<file path="src/sv/tts_pkg.sv">
// Package for the tridiagonal solver: payload structs, constants, command/status types.
// No dependencies.
`timescale 1ns / 1ps
package tts_pkg;

    localparam int unsigned MaxRowsDefault = 64;
    localparam int unsigned DataW = 32;
    localparam int unsigned IdxW  = 6;

    localparam logic [1:0] StatusOk       = 2'd0;
    localparam logic [1:0] StatusZeroPiv  = 2'd1;
    localparam logic [1:0] StatusTooMany  = 2'd2;

    typedef struct packed {
        logic signed [31:0] sub_diag;
        logic signed [31:0] main_diag;
        logic signed [31:0] super_diag;
        logic signed [31:0] rhs_value;
        logic               last_row;
    } t_in_beat;

    typedef struct packed {
        logic signed [31:0] solution_value;
        logic [5:0]         row_index;
        logic               last_result;
        logic [1:0]         status;
    } t_out_beat;

    // datapath operand selects
    localparam logic [1:0] NumRow   = 2'd0; // divide sub_diag
    localparam logic [1:0] NumRhs   = 2'd1; // divide stored rhs
    localparam logic [1:0] NumDiff  = 2'd2; // divide subtractor result
    localparam logic [1:0] MulMUp   = 2'd0; // m * upper
    localparam logic [1:0] MulMRhs  = 2'd1; // m * rhs
    localparam logic [1:0] MulUpX   = 2'd2; // upper * x
    localparam logic [1:0] SubDiag  = 2'd0; // b - p
    localparam logic [1:0] SubRhsIn = 2'd1; // d - p
    localparam logic [1:0] SubRhsSt = 2'd2; // stored rhs - p

    typedef struct packed {
        logic       div_start;
        logic [1:0] num_sel;
        logic       mul_start;
        logic [1:0] mul_a_sel;
        logic [1:0] sub_sel;
    } t_cmd;

    typedef struct packed {
        logic div_busy;
        logic div_zero;
    } t_stat;

    function automatic logic signed [31:0] sat32(input logic signed [65:0] v);
        if (v > 66'sd2147483647) return 32'sh7fffffff;
        if (v < -66'sd2147483648) return 32'sh80000000;
        return v[31:0];
    endfunction

endpackage

</file>
<file path="src/sv/tts_ctrl.sv">
// Controller state machine: row intake, forward elimination and back substitution sequencing.
// Depends on tts_pkg.
`timescale 1ns / 1ps
module tts_ctrl #(
    parameter int unsigned MAX_ROWS = tts_pkg::MaxRowsDefault,
    localparam int unsigned AW = $clog2(MAX_ROWS),
    localparam int unsigned CW = $clog2(MAX_ROWS + 1)
) (
    input  logic                 i_clk,
    input  logic                 i_rst_n,
    input  logic                 i_valid,
    input  logic                 i_last,
    output logic                 o_ready,
    output logic                 o_valid,
    input  logic                 i_ready,
    output logic [5:0]           o_row_index,
    output logic                 o_last_result,
    output logic [1:0]           o_status,
    output logic                 o_row_ld,
    output logic                 o_we_piv,
    output logic                 o_we_rhs,
    output logic                 o_we_up,
    output logic                 o_first,
    output logic [AW-1:0]        o_waddr,
    output logic [AW-1:0]        o_raddr,
    output logic                 o_rd_ld,
    output logic                 o_x_ld,
    output tts_pkg::t_cmd        o_cmd,
    input  tts_pkg::t_stat       i_stat
);
    localparam logic [3:0] S_IDLE = 4'd0, S_RD = 4'd1, S_RDW = 4'd2, S_FDIV = 4'd3,
        S_FWAIT = 4'd4, S_FMUL1 = 4'd5, S_FMUL2 = 4'd6, S_FW1 = 4'd7, S_FW2 = 4'd8,
        S_FSUB2 = 4'd9, S_BRD = 4'd10, S_BRDW = 4'd11, S_BMUL = 4'd12, S_BSUB = 4'd13,
        S_BDIV = 4'd14, S_BOUT = 4'd15;

    logic [3:0]    r_st, n_st;
    logic [CW-1:0] r_cnt, n_cnt;
    logic [AW-1:0] r_br, n_br;
    logic [1:0]    r_err, n_err;
    logic          r_last, n_last;
    logic          r_top, n_top;
    logic [2:0]    r_wt, n_wt;
    logic          r_ov, n_ov;
    logic          r_dg, n_dg;

    always_ff @(posedge i_clk) begin
        if (!i_rst_n) begin
            r_st <= S_IDLE; r_cnt <= '0; r_br <= '0; r_err <= '0;
            r_last <= 1'b0; r_top <= 1'b0; r_wt <= '0; r_ov <= 1'b0; r_dg <= 1'b0;
        end else begin
            r_st <= n_st; r_cnt <= n_cnt; r_br <= n_br; r_err <= n_err;
            r_last <= n_last; r_top <= n_top; r_wt <= n_wt; r_ov <= n_ov; r_dg <= n_dg;
        end
    end

    assign o_ready = (r_st == S_IDLE);
    assign o_valid = (r_st == S_BOUT);
    assign o_row_index = 6'(r_br);
    assign o_last_result = (r_br == '0);
    assign o_status = r_err;
    assign o_waddr = r_cnt[AW-1:0];

    always_comb begin
        n_st = r_st; n_cnt = r_cnt; n_br = r_br; n_err = r_err; n_last = r_last;
        n_top = r_top; n_wt = r_wt; n_ov = r_ov; n_dg = r_dg;
        o_row_ld = 1'b0; o_we_piv = 1'b0; o_we_rhs = 1'b0; o_we_up = 1'b0;
        o_first = 1'b0; o_raddr = r_br; o_rd_ld = 1'b0; o_x_ld = 1'b0;
        o_cmd = '0;
        unique case (r_st)
            S_IDLE: begin
                if (i_valid) begin
                    o_row_ld = 1'b1;
                    n_last = i_last;
                    n_ov = (r_cnt >= CW'(MAX_ROWS));
                    n_st = S_RD;
                end
            end
            S_RD: begin
                o_raddr = r_cnt[AW-1:0] - AW'(1);
                if (r_ov) begin
                    n_err = tts_pkg::StatusTooMany;
                    n_st = S_FW2;
                end else if (r_cnt == '0) begin
                    o_first = 1'b1;
                    o_we_piv = 1'b1; o_we_rhs = 1'b1; o_we_up = 1'b1;
                    n_cnt = r_cnt + CW'(1);
                    n_st = S_FW2;
                end else n_st = S_RDW;
            end
            S_RDW: begin
                o_rd_ld = 1'b1;
                n_st = S_FDIV;
            end
            S_FDIV: begin
                o_cmd.div_start = 1'b1;
                o_cmd.num_sel = tts_pkg::NumRow;
                n_st = S_FWAIT;
                n_dg = 1'b0;
            end
            S_FWAIT: begin
                if (!i_stat.div_busy && n_dg == r_dg) begin
                    if (r_dg) begin
                        if (i_stat.div_zero && r_err == tts_pkg::StatusOk)
                            n_err = tts_pkg::StatusZeroPiv;
                        n_st = S_FMUL1;
                        n_wt = '0;
                    end else n_dg = 1'b1;
                end
            end
            S_FMUL1: begin
                // r_m holds m; b - m*c(i-1)
                if (r_wt == 3'd0) begin
                    o_cmd.mul_start = 1'b1; o_cmd.mul_a_sel = tts_pkg::MulMUp;
                end
                o_cmd.sub_sel = tts_pkg::SubDiag;
                n_wt = r_wt + 3'd1;
                if (r_wt == 3'd3) begin
                    o_we_piv = 1'b1;
                    n_wt = '0;
                    n_st = S_FMUL2;
                end
            end
            S_FMUL2: begin
                if (r_wt == 3'd0) begin
                    o_cmd.mul_start = 1'b1; o_cmd.mul_a_sel = tts_pkg::MulMRhs;
                end
                o_cmd.sub_sel = tts_pkg::SubRhsIn;
                n_wt = r_wt + 3'd1;
                if (r_wt == 3'd3) begin
                    o_we_rhs = 1'b1; o_we_up = 1'b1;
                    n_cnt = r_cnt + CW'(1);
                    n_st = S_FW2;
                end
            end
            S_FW1: n_st = S_FW2;
            S_FW2: begin
                if (r_last) begin
                    n_br = AW'(r_cnt - CW'(1));
                    n_top = 1'b1;
                    n_st = S_BRD;
                end else n_st = S_IDLE;
            end
            S_FSUB2: n_st = S_IDLE;
            S_BRD: n_st = S_BRDW;
            S_BRDW: begin
                o_rd_ld = 1'b1;
                n_wt = '0;
                n_st = r_top ? S_BDIV : S_BMUL;
            end
            S_BMUL: begin
                if (r_wt == 3'd0) begin
                    o_cmd.mul_start = 1'b1; o_cmd.mul_a_sel = tts_pkg::MulUpX;
                end
                o_cmd.sub_sel = tts_pkg::SubRhsSt;
                n_wt = r_wt + 3'd1;
                if (r_wt == 3'd3) n_st = S_BSUB;
            end
            S_BSUB: begin
                o_cmd.div_start = 1'b1;
                o_cmd.num_sel = tts_pkg::NumDiff;
                n_dg = 1'b0;
                n_st = S_BDIV;
            end
            S_BDIV: begin
                if (r_top && r_wt == 3'd0) begin
                    o_cmd.div_start = 1'b1;
                    o_cmd.num_sel = tts_pkg::NumRhs;
                    n_wt = 3'd1;
                    n_dg = 1'b0;
                end else if (!i_stat.div_busy) begin
                    if (r_dg) begin
                        if (i_stat.div_zero && r_err == tts_pkg::StatusOk)
                            n_err = tts_pkg::StatusZeroPiv;
                        o_x_ld = 1'b1;
                        n_st = S_BOUT;
                    end else n_dg = 1'b1;
                end
            end
            S_BOUT: begin
                if (i_ready) begin
                    n_top = 1'b0;
                    if (r_br == '0) begin
                        n_cnt = '0; n_err = tts_pkg::StatusOk;
                        n_st = S_IDLE;
                    end else begin
                        n_br = r_br - AW'(1);
                        n_st = S_BRD;
                    end
                end
            end
            default: n_st = S_IDLE;
        endcase
    end
endmodule

</file>
<file path="config.mk">
export PLATFORM = sky130hd
export DESIGN_NAME = tts_ctrl
export DESIGN_NICKNAME = d
export VERILOG_FILES = /design/src/sv/tts_pkg.sv /design/src/sv/tts_ctrl.sv
export SDC_FILE = /design/constraint.sdc
export NUM_CORES = 1
export LEC_CHECK = 0
export CELL_PAD_IN_SITES_DETAIL_PLACEMENT = 1
export CELL_PAD_IN_SITES_GLOBAL_PLACEMENT = 1
export CORE_ASPECT_RATIO = 1.25
export CORE_MARGIN = 2
export CORE_UTILIZATION = 35
export CTS_CLUSTER_SIZE = 14
export DETAILED_ROUTE_END_ITERATION = 12
export DONT_BUFFER_PORTS = 1
export GPL_TIMING_DRIVEN = 0
export MAX_ROUTING_LAYER = met4
export PLACE_DENSITY_LB_ADDON = 0.25
export SKIP_CTS_REPAIR_TIMING = 1
export SYNTH_ARGS = -nofsm -noshare
export SYNTH_HDL_FRONTEND = slang
export SYNTH_SLANG_ARGS = --single-unit
export TNS_END_PERCENT = 50
</file>
<file path="constraint.sdc">
create_clock -name i_clk -period 4 [get_ports i_clk]
set_clock_uncertainty 0.2 [all_clocks]
set_input_delay 0.2 -clock i_clk [delete_from_list [all_inputs] [get_ports i_clk]]
set_output_delay 0.2 -clock i_clk [all_outputs]
set_load 0.01 [all_outputs]
</file>
==> results.cfg <==
[run_status]
outcome = complete, but fails checks
violations = negative hold slack

[power]
power_switching_share_pct = 48.08
p_comb_share_pct = 59.5
vdd_drop_max_mv = 0.2865
seq_power_share_pct = 25.7
power.density_nw_per_um2 = 559.9
power_mw = 1.250
p_sw_mw = 0.6009
cellLeakagePower_nw = 0.8584
intPower_mw = 0.6489
clkPwrFrac_pct = 14.8

[sta]
worst-slew-pin-transition_ps = 813.4
setup_viol = 0
rsz0062_at_grt = false
maxSlewHeadroom_pct = 45.03
fin_ws_ps = 730.7
final_max_slew_viol_count = 0
min_period_ps = 3269
post-route-period-util_pct = 81.73
fmax_mhz = 305.9
setup_tns_ps = 0
holdWs_ps = -33.84
report.final.hold_viol_count = 1

[global_routing]
antenna_found_initial = 0
grt_max_degree = 15
grt_pass1_wl_um = 10010
overflow = 0
grt_usage_pct = 20.54
first_global_vias = 1920

[place]
io_buffer_count = 0
placedCellCount = 343
place_hpwl_um = 4820
place_ws_ps = 1031
place_congestion = 0.8724

[worst_hold_path]
hold_start = i_valid
hp-class = input pin to register
min_to = r_ov$_SDFFE_PN0P_
holdPathStages = 3

[drt]
drc_errors = 0
drt-pass1-iter-count = 4
vias_per_cell = 5.786
vias = 2031
avgRoutedWirePerCell_um = 17.96
wl_um = 6303
final_antenna_net_count = 0
drt_iter0_drc = 86

[setup_path]
r2r_setup_slack_ps = 1040
rr_worst_depth = 9
cp-start-kind = register
path_buf_inv = 4
crit_start = r_cnt[0]$_SDFFE_PN0P_
critical_path_required_ps = 3600
reg2reg_from = r_cnt[0]$_SDFFE_PN0P_
path_max_fanout = 10
r2r-end = r_cnt[4]$_SDFFE_PN0P_
crit_family = simple AND/OR/NAND/NOR gates
crit_arrival_ps = 2870
crit_path_end_kind = output pin
crit_chain = clkbuf_1, inv_1, ha_1, or3b_2, nor4b_4, o211ai_2, buf_6, nor2_1, buf_4
slowest_delay_ps = 490
critPathKind = register to output pin
cpMaxStageDelayCell = or3b_2

[clock_network]
cts_num_sinks = 26
cts_tree = done
cts_buffer_depth = 2
cts-htree-levels = 1
cts.clk_slew.worst_paths_ps = 100
cts_inserted_buffers = 3
cts-root-buf = clkbuf_8
clock_latency_ps = 280

[die]
ios = 45
initial_core_util_pct = 35.79
fp-row-count = 31
dieArea_sq_um = 6503
die_h_um = 89.66
core_sq_um = 5741
fp.dieW_um = 72.53

[yosys]
synth_warnings = 0
yosysTopAreaCellShare_pct = 25.33
netlist_instances = 277
netlist_area_sq_um = 2054
yosys.area.top_type = dfxtp_1
synth.area.top_cells = dfxtp_1, ha_1, nor2_1
syn_avg_cell_area_sq_um = 7.417
ys_ff_latch = 26
syn-num-nets = 293
synthFlopType = dfxtp_1
ys_types = 58
synth_seq_area_share_pct = 25.33
synthArstFlopShare_pct = 0
synth_edf_count = 0

[cells_and_area]
seq_area_sq_um = 520.5
area_growth_pct = 8.648
multiInputGateArea_sq_um = 1325
nFillCells = 716
layout_commonest_cell = nor2_1
layout.nets = 302
layout-drive-gt1-share_pct = 9.825
fin_cells = 351
final_cell_mix = nor2_1, nand2_1, dfxtp_1
num_antenna_cells = 0

[job]
drv_cap = 0
final cells by class:
class	instances	area share [%]
multi-input combinational	208	59.36
sequential	26	23.32
buffer	27	6.670
tap	66	3.700
inverter	16	2.691
clock buffer	4	2.466
timing repair buffer	4	1.794
power by group through the flow:
stage          clock [mW]  combinational [mW]  sequential [mW]
4_1_cts             0.190               0.740            0.322
3_5_place_dp            0               0.737            0.328
5_1_grt             0.200               0.823            0.326
2_1_floorplan           0               0.581            0.318
3_3_place_gp            0               0.732            0.326
6_report            0.185               0.744            0.321
synth_stat cells (4+ instances only):
cell	count
or3_1	4
clkbuf_1	13
o21ai_0	13
a31o_2	4
ha_1	9
a21boi_0	11
buf_4	8
dfxtp_1	26
nor2b_1	7
xnor2_1	4
nand2_1	27
nor3_1	9
nand3_1	5
and2_1	5
a21oi_1	18
inv_1	16
nor2_1	30
how the worst max path moves through the flow:
| stage | cells after the start | end | slack [ps] |
|---|---|---|---|
| 2_1_floorplan | 9 | o_we_up | 1360 |
| 3_3_place_gp | 9 | o_we_up | 1040 |
| 3_5_place_dp | 9 | o_we_up | 1030 |
| 4_1_cts | 9 | o_we_up | 710 |
| 5_1_grt | 9 | o_we_up | 560 |
| 6_report | 9 | o_we_up | 730 |
logic make-up (layout without fill, tap and decap cells):
| kind of cell | count (synthesis) | in the layout | share of synthesized area, % |
|---|---|---|---|
| AND/OR/NAND/NOR | 113 | 113 | 29.23 |
| AO/OA/AOI/OAI | 76 | 76 | 25.33 |
| buffers and inverters | 43 | 51 | 10.17 |
| flip-flops | 26 | 26 | 25.33 |
| adder cells (fa/ha/maj) | 9 | 9 | 5.481 |
| XOR/XNOR | 7 | 7 | 2.984 |
| multiplexers | 3 | 3 | 1.462 |
routing by layer:
layer / share of wire [%] / routed length (um) / vias to the layer above / global-route usage (%)
met1: 45 / 2810 / 986 / 25.48
met5: 0 / 0 / - / -
met3: 4.2 / 262 / 13 / 2.567
li1: - / - / 985 / -
met2: 48 / 3052 / 47 / 33.97
met4: 2.8 / 178 / 0 / 8.081
worst reg2reg max path, delay by kind of cell, from the launching register on:
family,cells,cell delay (ps)
buffers and inverters,3,530
AO/OA/AOI/OAI,2,360
AND/OR/NAND/NOR,3,1320
adder cells (fa/ha/maj),1,150
flip-flops,1,340
stage by stage:
step / utilization (%) / cell area (sq um)
after floorplan: - / 2054
after global placement: 37.23 / 2137
after detailed placement: 37.23 / 2137
after CTS: 38.19 / 2192
after global routing: 38.88 / 2232
final: 38.88 / 2232
flip-flops by register name, summed over array words and instances (netlist names):
name / count
o_row_index: 6
o_status: 2
r_cnt: 7
r_dg: 1
r_last: 1
r_ov: 1
r_st: 4
r_top: 1
r_wt: 3
Note: power is estimated with default switching activity, not from simulation.
